## src/design/slkt_pkg.sv

```systemverilog
package slkt_pkg;

    // Table geometry
    localparam int MAX_ENTRIES  = 31;
    localparam int KEY_BITS     = 32;
    localparam int PAGE_BITS    = 20;
    localparam int SLOT_BITS    = 10;
    localparam int ENTRIES_BITS = 5;
    localparam int OP_BITS      = 3;
    localparam int STATUS_BITS  = 3;

    // Derived widths
    localparam int ADDR_W  = $clog2(MAX_ENTRIES);
    localparam int CNT_W   = $clog2(MAX_ENTRIES + 1);
    localparam int ENTRY_W = KEY_BITS + PAGE_BITS + SLOT_BITS;

    // Stream payload layout
    localparam int IN_DATA_BITS  = 2 * KEY_BITS + PAGE_BITS + SLOT_BITS;
    localparam int IN_DATA_W     = ((IN_DATA_BITS + 7) / 8) * 8;
    localparam int OUT_DATA_BITS = KEY_BITS + PAGE_BITS + SLOT_BITS + ENTRIES_BITS;
    localparam int OUT_DATA_W    = ((OUT_DATA_BITS + 7) / 8) * 8;

    // Request codes
    typedef enum logic [OP_BITS-1:0] {
        OP_INSERT        = 3'd0,
        OP_LOOKUP        = 3'd1,
        OP_REMOVE        = 3'd2,
        OP_RANGE_FROM    = 3'd3,
        OP_RANGE_BELOW   = 3'd4,
        OP_RANGE_BETWEEN = 3'd5
    } t_op;

    // Result status codes
    typedef enum logic [STATUS_BITS-1:0] {
        RS_OK        = 3'd0,
        RS_DUPLICATE = 3'd1,
        RS_NOT_FOUND = 3'd2,
        RS_FULL      = 3'd3,
        RS_EMPTY     = 3'd4
    } t_status;

    // Sequencer states
    typedef enum logic [2:0] {
        S_IDLE,
        S_SCAN,
        S_SHUP,
        S_INSWR,
        S_SHDN,
        S_RESP
    } t_state;

    // One stored record
    typedef struct packed {
        logic [KEY_BITS-1:0]  key;
        logic [PAGE_BITS-1:0] page;
        logic [SLOT_BITS-1:0] slot;
    } t_entry;

endpackage

```

## src/design/sorted_leaf_key_table.sv

```systemverilog
// Channel   Dir  Handshake                     Payload
// s_axis    in   s_axis_tvalid/s_axis_tready   tdata: key, key_end, page_in, slot_in; tuser: op
// m_axis    out  m_axis_tvalid/m_axis_tready   tdata: key_out, page_out, slot_out, entries;
//                                              tuser: status; tlast: last
//
// One request at a time; s_axis_tready is high only while out of reset and idle.
// A request walks the table one stored entry at a time through the table read port and the
// shared compare unit, plus the record shift on insert or remove, the new-entry write and
// the response.
// Range scans emit one item per match, or one empty marker when none match, and pause
// the walk at a match while the output is stalled.
// Synchronous active-low reset empties the table (fill count to zero); no clearing pass.
module sorted_leaf_key_table
    import slkt_pkg::*;
(
    input  logic                   i_clk,
    input  logic                   i_rst_n,
    input  logic                   s_axis_tvalid,
    output logic                   s_axis_tready,
    input  logic [IN_DATA_W-1:0]   s_axis_tdata,  // key, key_end, page_in, slot_in, zero pad
    input  logic [OP_BITS-1:0]     s_axis_tuser,  // op
    output logic                   m_axis_tvalid,
    input  logic                   m_axis_tready,
    output logic [OUT_DATA_W-1:0]  m_axis_tdata,  // key_out, page_out, slot_out, entries, pad
    output logic [STATUS_BITS-1:0] m_axis_tuser,  // status
    output logic                   m_axis_tlast   // last
);

    localparam int KE_LO   = KEY_BITS;
    localparam int PG_LO   = 2 * KEY_BITS;
    localparam int SL_LO   = 2 * KEY_BITS + PAGE_BITS;
    localparam int PAD_OUT = OUT_DATA_W - OUT_DATA_BITS;

    t_state r_state, n_state;

    // Request fields
    logic [OP_BITS-1:0]          r_op;
    logic signed [KEY_BITS-1:0]  r_key, r_key_end;
    logic [PAGE_BITS-1:0]        r_page;
    logic [SLOT_BITS-1:0]        r_slot;

    // Walk control
    logic [CNT_W-1:0] r_fill, n_fill;
    logic [CNT_W-1:0] r_ptr, n_ptr;
    logic [CNT_W-1:0] r_pos, n_pos;
    t_entry           r_res, n_res;
    t_status          r_res_st, n_res_st;
    logic             r_pvld, n_pvld;

    // Output register
    logic                    r_ovalid;
    logic [KEY_BITS-1:0]     r_okey, n_okey;
    logic [PAGE_BITS-1:0]    r_opage, n_opage;
    logic [SLOT_BITS-1:0]    r_oslot, n_oslot;
    logic [ENTRIES_BITS-1:0] r_oent, n_oent;
    t_status                 r_ostat, n_ostat;
    logic                    r_olast, n_olast;
    logic                    ld_out;
    logic                    out_free;

    // Table port
    logic [ADDR_W-1:0]  rd_addr;
    logic               wr_en;
    logic [ADDR_W-1:0]  wr_addr;
    t_entry             wr_data;
    logic [ENTRY_W-1:0] rd_q;
    t_entry             rd_e;

    // Shared compare unit
    logic signed [KEY_BITS-1:0] e_key;
    logic ge_k, eq_k, lt_ke, at_end, hit;
    logic [CNT_W-1:0] ptr_inc;
    logic in_acc;

    slkt_ram #(
        .WIDTH (ENTRY_W),
        .DEPTH (MAX_ENTRIES)
    ) u_table (
        .i_clk   (i_clk),
        .i_we    (wr_en),
        .i_waddr (wr_addr),
        .i_wdata (wr_data),
        .i_raddr (rd_addr),
        .o_rdata (rd_q)
    );

    assign rd_e    = t_entry'(rd_q);
    assign e_key   = $signed(rd_e.key);
    assign ge_k    = e_key >= r_key;
    assign eq_k    = rd_e.key == r_key;
    assign lt_ke   = e_key < r_key_end;
    assign at_end  = r_ptr == r_fill;
    assign ptr_inc = r_ptr + CNT_W'(1);

    assign s_axis_tready = i_rst_n && (r_state == S_IDLE);
    assign in_acc        = s_axis_tvalid && s_axis_tready;
    assign out_free      = !r_ovalid || m_axis_tready;

    // Match rule of the range scans
    always_comb begin
        unique case (r_op)
            OP_RANGE_FROM:    hit = ge_k;
            OP_RANGE_BELOW:   hit = !ge_k;
            OP_RANGE_BETWEEN: hit = ge_k && lt_ke;
            default:          hit = 1'b0;
        endcase
    end

    // Sequencer: next state, table port and output load
    always_comb begin
        n_state  = r_state;
        n_fill   = r_fill;
        n_ptr    = r_ptr;
        n_pos    = r_pos;
        n_res    = r_res;
        n_res_st = r_res_st;
        n_pvld   = r_pvld;
        rd_addr  = '0;
        wr_en    = 1'b0;
        wr_addr  = r_ptr[ADDR_W-1:0];
        wr_data  = rd_e;
        ld_out   = 1'b0;
        n_okey   = r_res.key;
        n_opage  = r_res.page;
        n_oslot  = r_res.slot;
        n_oent   = ENTRIES_BITS'(r_fill);
        n_ostat  = r_res_st;
        n_olast  = 1'b1;

        unique case (r_state)
            S_IDLE: begin
                if (in_acc) begin
                    n_ptr  = '0;
                    n_pvld = 1'b0;
                    unique case (s_axis_tuser)
                        OP_INSERT, OP_LOOKUP, OP_REMOVE,
                        OP_RANGE_FROM, OP_RANGE_BELOW, OP_RANGE_BETWEEN: begin
                            n_state = S_SCAN;
                        end
                        default: begin
                            // Unknown request: answer not found
                            n_res.key  = s_axis_tdata[KEY_BITS-1:0];
                            n_res.page = '0;
                            n_res.slot = '0;
                            n_res_st   = RS_NOT_FOUND;
                            n_state    = S_RESP;
                        end
                    endcase
                end
            end

            S_SCAN: begin
                rd_addr = ADDR_W'(ptr_inc);
                n_ptr   = ptr_inc;
                unique case (r_op)
                    OP_INSERT: begin
                        if (at_end || ge_k) begin
                            n_ptr = r_ptr;
                            if (!at_end && eq_k) begin
                                n_res.key  = r_key;
                                n_res.page = rd_e.page;
                                n_res.slot = rd_e.slot;
                                n_res_st   = RS_DUPLICATE;
                                n_state    = S_RESP;
                            end else if (r_fill == CNT_W'(MAX_ENTRIES)) begin
                                n_res.key  = r_key;
                                n_res.page = '0;
                                n_res.slot = '0;
                                n_res_st   = RS_FULL;
                                n_state    = S_RESP;
                            end else if (at_end) begin
                                n_pos   = r_ptr;
                                n_state = S_INSWR;
                            end else begin
                                // Open a gap: move entries up from the top
                                n_pos   = r_ptr;
                                n_ptr   = r_fill;
                                rd_addr = ADDR_W'(r_fill - CNT_W'(1));
                                n_state = S_SHUP;
                            end
                        end
                    end
                    OP_LOOKUP, OP_REMOVE: begin
                        if (at_end || ge_k) begin
                            n_ptr      = r_ptr;
                            n_res.key  = r_key;
                            n_res.page = '0;
                            n_res.slot = '0;
                            n_res_st   = RS_NOT_FOUND;
                            n_state    = S_RESP;
                            if (!at_end && eq_k) begin
                                n_res.page = rd_e.page;
                                n_res.slot = rd_e.slot;
                                n_res_st   = RS_OK;
                                if (r_op == OP_REMOVE) begin
                                    n_state = S_SHDN;
                                end
                            end
                        end
                    end
                    default: begin
                        if (at_end) begin
                            // Close the scan with the held match or an empty marker
                            n_ptr = r_ptr;
                            if (r_pvld) begin
                                n_res_st = RS_OK;
                            end else begin
                                n_res.key  = r_key;
                                n_res.page = '0;
                                n_res.slot = '0;
                                n_res_st   = RS_EMPTY;
                            end
                            n_state = S_RESP;
                        end else if (hit) begin
                            if (!r_pvld) begin
                                n_res  = rd_e;
                                n_pvld = 1'b1;
                            end else if (out_free) begin
                                // Send the held match, hold this one
                                ld_out  = 1'b1;
                                n_ostat = RS_OK;
                                n_olast = 1'b0;
                                n_res   = rd_e;
                            end else begin
                                // Output stalled: re-read the same entry
                                rd_addr = r_ptr[ADDR_W-1:0];
                                n_ptr   = r_ptr;
                            end
                        end
                    end
                endcase
            end

            S_SHUP: begin
                // Move entry ptr-1 up to ptr
                wr_en   = 1'b1;
                wr_addr = r_ptr[ADDR_W-1:0];
                rd_addr = ADDR_W'(r_ptr - CNT_W'(2));
                if (r_ptr - CNT_W'(1) == r_pos) begin
                    n_state = S_INSWR;
                end else begin
                    n_ptr = r_ptr - CNT_W'(1);
                end
            end

            S_INSWR: begin
                wr_en        = 1'b1;
                wr_addr      = r_pos[ADDR_W-1:0];
                wr_data.key  = r_key;
                wr_data.page = r_page;
                wr_data.slot = r_slot;
                n_res        = wr_data;
                n_res_st     = RS_OK;
                n_fill       = r_fill + CNT_W'(1);
                n_state      = S_RESP;
            end

            S_SHDN: begin
                // Move entry ptr+1 down to ptr
                rd_addr = ADDR_W'(r_ptr + CNT_W'(2));
                if (ptr_inc < r_fill) begin
                    wr_en   = 1'b1;
                    wr_addr = r_ptr[ADDR_W-1:0];
                    n_ptr   = ptr_inc;
                end else begin
                    n_fill  = r_fill - CNT_W'(1);
                    n_state = S_RESP;
                end
            end

            S_RESP: begin
                if (out_free) begin
                    ld_out  = 1'b1;
                    n_state = S_IDLE;
                end
            end

            default: begin
                n_state = S_IDLE;
            end
        endcase
    end

    // Control state
    always_ff @(posedge i_clk) begin
        if (!i_rst_n) begin
            r_state  <= S_IDLE;
            r_fill   <= '0;
            r_ptr    <= '0;
            r_pos    <= '0;
            r_pvld   <= 1'b0;
            r_ovalid <= 1'b0;
        end else begin
            r_state <= n_state;
            r_fill  <= n_fill;
            r_ptr   <= n_ptr;
            r_pos   <= n_pos;
            r_pvld  <= n_pvld;
            if (ld_out) begin
                r_ovalid <= 1'b1;
            end else if (m_axis_tready) begin
                r_ovalid <= 1'b0;
            end
        end
    end

    // Payload registers
    always_ff @(posedge i_clk) begin
        r_res    <= n_res;
        r_res_st <= n_res_st;
        if (in_acc) begin
            r_op      <= s_axis_tuser;
            r_key     <= s_axis_tdata[KEY_BITS-1:0];
            r_key_end <= s_axis_tdata[KE_LO +: KEY_BITS];
            r_page    <= s_axis_tdata[PG_LO +: PAGE_BITS];
            r_slot    <= s_axis_tdata[SL_LO +: SLOT_BITS];
        end
        if (ld_out) begin
            r_okey  <= n_okey;
            r_opage <= n_opage;
            r_oslot <= n_oslot;
            r_oent  <= n_oent;
            r_ostat <= n_ostat;
            r_olast <= n_olast;
        end
    end

    assign m_axis_tvalid = r_ovalid;
    assign m_axis_tdata  = {{PAD_OUT{1'b0}}, r_oent, r_oslot, r_opage, r_okey};
    assign m_axis_tuser  = r_ostat;
    assign m_axis_tlast  = r_olast;

    // Fill count stays within the table
    a_fill_bound: assert property (@(posedge i_clk) disable iff (!i_rst_n)
        r_fill <= CNT_W'(MAX_ENTRIES))
        else $error("fill count beyond table size");

    // Fill count moves by at most one per cycle
    a_fill_step: assert property (@(posedge i_clk) disable iff (!i_rst_n)
        i_rst_n |=> (r_fill == $past(r_fill)) || (r_fill == $past(r_fill) + CNT_W'(1))
                    || (r_fill == $past(r_fill) - CNT_W'(1)))
        else $error("fill count jumped");

    // Only the insert write or the end of a remove changes the fill count
    a_fill_src: assert property (@(posedge i_clk) disable iff (!i_rst_n)
        i_rst_n |=> (r_fill == $past(r_fill))
                    || $past(r_state == S_INSWR) || $past(r_state == S_SHDN))
        else $error("fill count changed outside insert or remove");

    // Upward shift never writes at or below the insert position
    a_shup_pos: assert property (@(posedge i_clk) disable iff (!i_rst_n)
        (r_state == S_SHUP) |-> (r_ptr > r_pos))
        else $error("shift passed insert position");

    // Between requests only a final item can be waiting
    a_idle_last: assert property (@(posedge i_clk) disable iff (!i_rst_n)
        (r_state == S_IDLE && r_ovalid) |-> r_olast)
        else $error("non-final item pending while idle");

endmodule

```

## src/design/slkt_ram.sv

```systemverilog
module slkt_ram #(
    parameter int WIDTH  = 8,
    parameter int DEPTH  = 16,
    parameter int ADDR_W = $clog2(DEPTH)
) (
    input  logic              i_clk,
    input  logic              i_we,
    input  logic [ADDR_W-1:0] i_waddr,
    input  logic [WIDTH-1:0]  i_wdata,
    input  logic [ADDR_W-1:0] i_raddr,
    output logic [WIDTH-1:0]  o_rdata
);

    logic [WIDTH-1:0] r_mem [DEPTH];
    logic [WIDTH-1:0] r_rdata;

    // Write one word, read one word registered
    always_ff @(posedge i_clk) begin
        if (i_we) begin
            r_mem[i_waddr] <= i_wdata;
        end
        r_rdata <= r_mem[i_raddr];
    end

    assign o_rdata = r_rdata;

endmodule

```

## config.mk

```make
export PLATFORM = sky130hd
export DESIGN_NAME = sorted_leaf_key_table
export DESIGN_NICKNAME = d
export VERILOG_FILES = /design/src/design/slkt_pkg.sv /design/src/design/sorted_leaf_key_table.sv /design/src/design/slkt_ram.sv
export SDC_FILE = /design/constraint.sdc
export NUM_CORES = 2
export LEC_CHECK = 0
export BUFFER_PORTS_ARGS = -buffer_cell sky130_fd_sc_hd__buf_4
export CORE_UTILIZATION = 61
export CTS_CLUSTER_DIAMETER = 60
export DETAILED_ROUTE_END_ITERATION = 8
export PLACE_DENSITY = 0.78
export SLEW_MARGIN = 10
export SYNTH_ARGS = -nofsm -noshare
export SYNTH_HDL_FRONTEND = slang
export SYNTH_HIERARCHICAL = 1
export SYNTH_SLANG_ARGS = --single-unit
```

## constraint.sdc

```tcl
create_clock -name i_clk -period 10.9 [get_ports i_clk]
set_input_delay 1.09 -clock i_clk [delete_from_list [all_inputs] [get_ports i_clk]]
set_output_delay 1.09 -clock i_clk [all_outputs]
set_load 0.02 [all_outputs]
```

==> flow_metrics.py <==
metrics = {
    "place": {
        "postPlaceCellArea_um2": 90800,
        "dp_hpwl_mm": 115,
        "gp_congestion": 0.905,
        "io_buffers": 173,
    },
    "sta": {
        "setup-violations-final": 0,
        "period_minus_slack_ns": 7.43,
        "slew_violations": 0,
        "fin_hold_ws_ns": 0.413,
        "fmax_ghz": 0.135,
        "worst_pin_slew_ns": 1.30,
        "relSlewSlack_pct": 13.1,
        "rsz0062_at_grt": "false",
        "fin_tns_setup_ns": 0,
        "clock_skew_ns": 0.0629,
        "finalCritPeriodShare_pct": 68.2,
        "finalHoldViolCount": 0,
    },
    "clock_tree": {
        "cts.clk_slew.worst_paths_ns": 0.06,
        "clk_latency_ns": 0.85,
        "cts_resized": 0,
        "ctsHoldBuffers": 0,
        "cts_buffers": 212,
        "cts_tree": "done",
        "cts_sinks": 2237,
        "cts_max_path_buffers": 3,
        "cts_setup_buffers": 0,
        "htree_num_levels": 4,
        "cts-root-buf": "clkbuf_16",
    },
    "critical_path": {
        "crit_type": "flip-flop to flip-flop",
        "crit_fanout": 39,
        "crit_required_ns": 11.66,
        "r2r_start": "r_key[30]",
        "start_kind": "flip-flop",
        "arrival_ns": 8.19,
        "worstSetupStartpoint": "r_key[30]",
        "end_kind": "flip-flop",
    },
    "synthesis": {
        "syn_inst": 4630,
        "ys_async_sr_fraction_pct": 0,
        "seq_area_frac_synth_pct": 76.1,
        "postSynthAreaPerCell_um2": 18.8,
        "ys_ff_latch": 2237,
        "yosysTopAreaCell": "edfxtp_1",
        "post_synth_num_cell_types": 95,
        "synth_flop_cell": "edfxtp_1",
        "syn_area_um2": 87200,
        "synthTopCellsByArea": "edfxtp_1 74%, mux4_2 7.1%, mux2i_1 4.4%",
        "synth_enable_flop_cells": 2155,
        "synth_top_area_share_pct": 74.2,
        "yosysWarnings": 6,
    },
    "routing": {
        "drt_iter0_markers": 7075,
        "drc": 0,
        "wl_mm": 221,
        "drt_pass1_iterations": 9,
        "wire_per_inst_um": 31.7,
        "vias": 47387,
        "drt-vias-per-instance": 6.80,
        "postRouteAntennaNets": 0,
    },
    "worst_hold_path": {
        "hp-class": "input port to flip-flop",
        "hold_start": "s_axis_tdata[58]",
    },
    "finish": {
        "stdcell_area_um2": 97800,
        "layout_commonest_cell": "edfxtp_1",
        "final_util_pct": 69.0,
        "drive_gt1_share_pct": 19.8,
        "fin_nets": 5063,
        "fillCellCount": 8464,
        "seqCellArea_um2": 66400,
        "layout_common_cells": "2155 x edfxtp_1, 386 x mux2i_1, 285 x buf_4",
        "area_growth_pct": 12.1,
        "multiInputGateArea_um2": 19500,
    },
    "grt": {
        "grt_pass1_vias": 46816,
        "grt_use_total_pct": 30.6,
        "antenna_found_initial": 4,
        "overflow": 0,
        "grt_pass1_wl_mm": 317,
        "grt_max_degree": 139,
    },
    "run": {
        "drv_cap": 0,
    },
    "floorplanning": {
        "die_area_um2": 145000,
        "die_w_um": 380,
        "core_um2": 142000,
        "fp-row-count": 138,
        "die_h_um": 380,
        "start_util_pct": 61.5,
        "ios": 181,
    },
    "power": {
        "p_comb_share_pct": 27.2,
        "power_density_nw_per_um2": 262,
        "p_leak_nw": 31.3,
        "seq_power_share_pct": 44.4,
        "p_int_w": 0.0177,
        "ir_worst_vdd_uv": 238,
        "p_sw_share_pct": 31.1,
        "p_clk_share_pct": 28.4,
        "switchingPower_w": 0.00796,
    },
    "status": {
        "status": "complete, no violations",
    },
}
-- path summary, 6_finish.rpt --
check                       end  slack, ns  cells past startpoint
min reg2reg          r_okey[28]       0.42                      0
min               r_key_end[26]       0.41                      1
max reg2reg  u_table/o_rdata[2]       3.47                     16
max          u_table/o_rdata[2]       3.47                     16
-- metal layers --
layer  track usage [%]  vias up  share of wire (%)  wire length (um)
met5                 0        -             0.0095                21
met4              12.3        4                4.0              8920
met3              5.87      583                 12             25500
met2              48.5     3518                 48            105000
met1              42.3    23928                 37             81000
li1                  -    19354                  -                 -
-- layout make-up --
class	instances	share of cell area, %
inverters	117	0.449
diodes	2	0.00512
repair buffers	290	2.29
multi-input cells	2026	19.9
clock buffers	280	5.89
clock inverters	123	1.20
well taps	1890	2.42
flip-flops and latches	2237	67.8
-- power groups by stage --
stage          logic (W)  clock network [W]  registers (W)
2_1_floorplan    0.00497                  0         0.0114
3_3_place_gp     0.00660                  0         0.0115
3_5_place_dp     0.00680                  0         0.0115
4_1_cts          0.00688            0.00732         0.0114
5_1_grt          0.00741            0.00764         0.0114
6_report         0.00697            0.00727         0.0114
-- synth_stat cells, drive strengths merged, types with 6 or more instances --
library cell  count
a21o              6
a222oi           32
a211oi            9
a21oi            58
a22o             16
mux2              6
a22oi           279
xnor2            14
o22ai            31
a21boi            9
nor2b            15
nor4              9
nor3b             7
inv             115
clkbuf           98
nand3b            9
o211ai           24
nand2           260
and3              7
xor2              7
dfxtp            82
or2              10
o21ai           126
a221oi            6
edfxtp         2155
mux4            274
a31oi             6
ha               75
and2             13
mux2i           386
nand4            77
nor2             76
nand3            59
a311oi           13
buf             156
nor3             30
-- sequential cells by signal, indices dropped and copies added (netlist names) --
name / cells
n_oent: 5
r_oent: 5
r_op: 3
r_key: 32
r_okey: 32
u_table/o_rdata: 62
r_slot: 10
r_state: 3
r_pos: 5
m_axis_tlast: 1
m_axis_tuser: 3
n_oslot: 10
r_ptr: 5
n_okey: 32
r_opage: 20
r_pvld: 1
n_opage: 20
u_table/r_mem: 1922
r_key_end: 32
r_page: 20
m_axis_tvalid: 1
r_oslot: 10
r_res_st: 3
-- cell families after synthesis --
logic type               after synthesis  share of synthesized area, %
AO/OA/AOI/OAI                        658                          5.37
XOR/XNOR                              21                         0.211
adder cells (fa/ha/maj)               76                          1.10
buffers and inverters                371                          2.27
flip-flops                          2237                          76.1
multiplexers                         666                          11.6
other                                  1                       0.00430
AND/OR/NAND/NOR                      600                          3.40
-- worst max-delay path: stages (launching register included) --
cell,delay (ns)
edfxtp_1,0.35
inv_1,0.12
ha_1,0.36
nand4_2,0.17
nor4_1,0.94
o31a_4,0.37
o311a_2,0.29
and2_1,0.21
o21ai_0,0.12
a2111oi_0,0.56
a211o_4,0.53
nor2b_4,0.73
buf_4,0.62
and2_2,1.10
buf_4,0.46
a22oi_1,0.15
nand4_1,0.15
-- stage by stage --
step                power, W  std cells  setup WS [ns]
floorplan             0.0164       4634           2.63
global placement      0.0181       6560           3.44
detailed placement    0.0183       6560           3.66
CTS                   0.0256       6963           3.58
global route          0.0265       6963           3.31
finish                0.0256       6965           3.47
(Power assumes the default switching activity.)
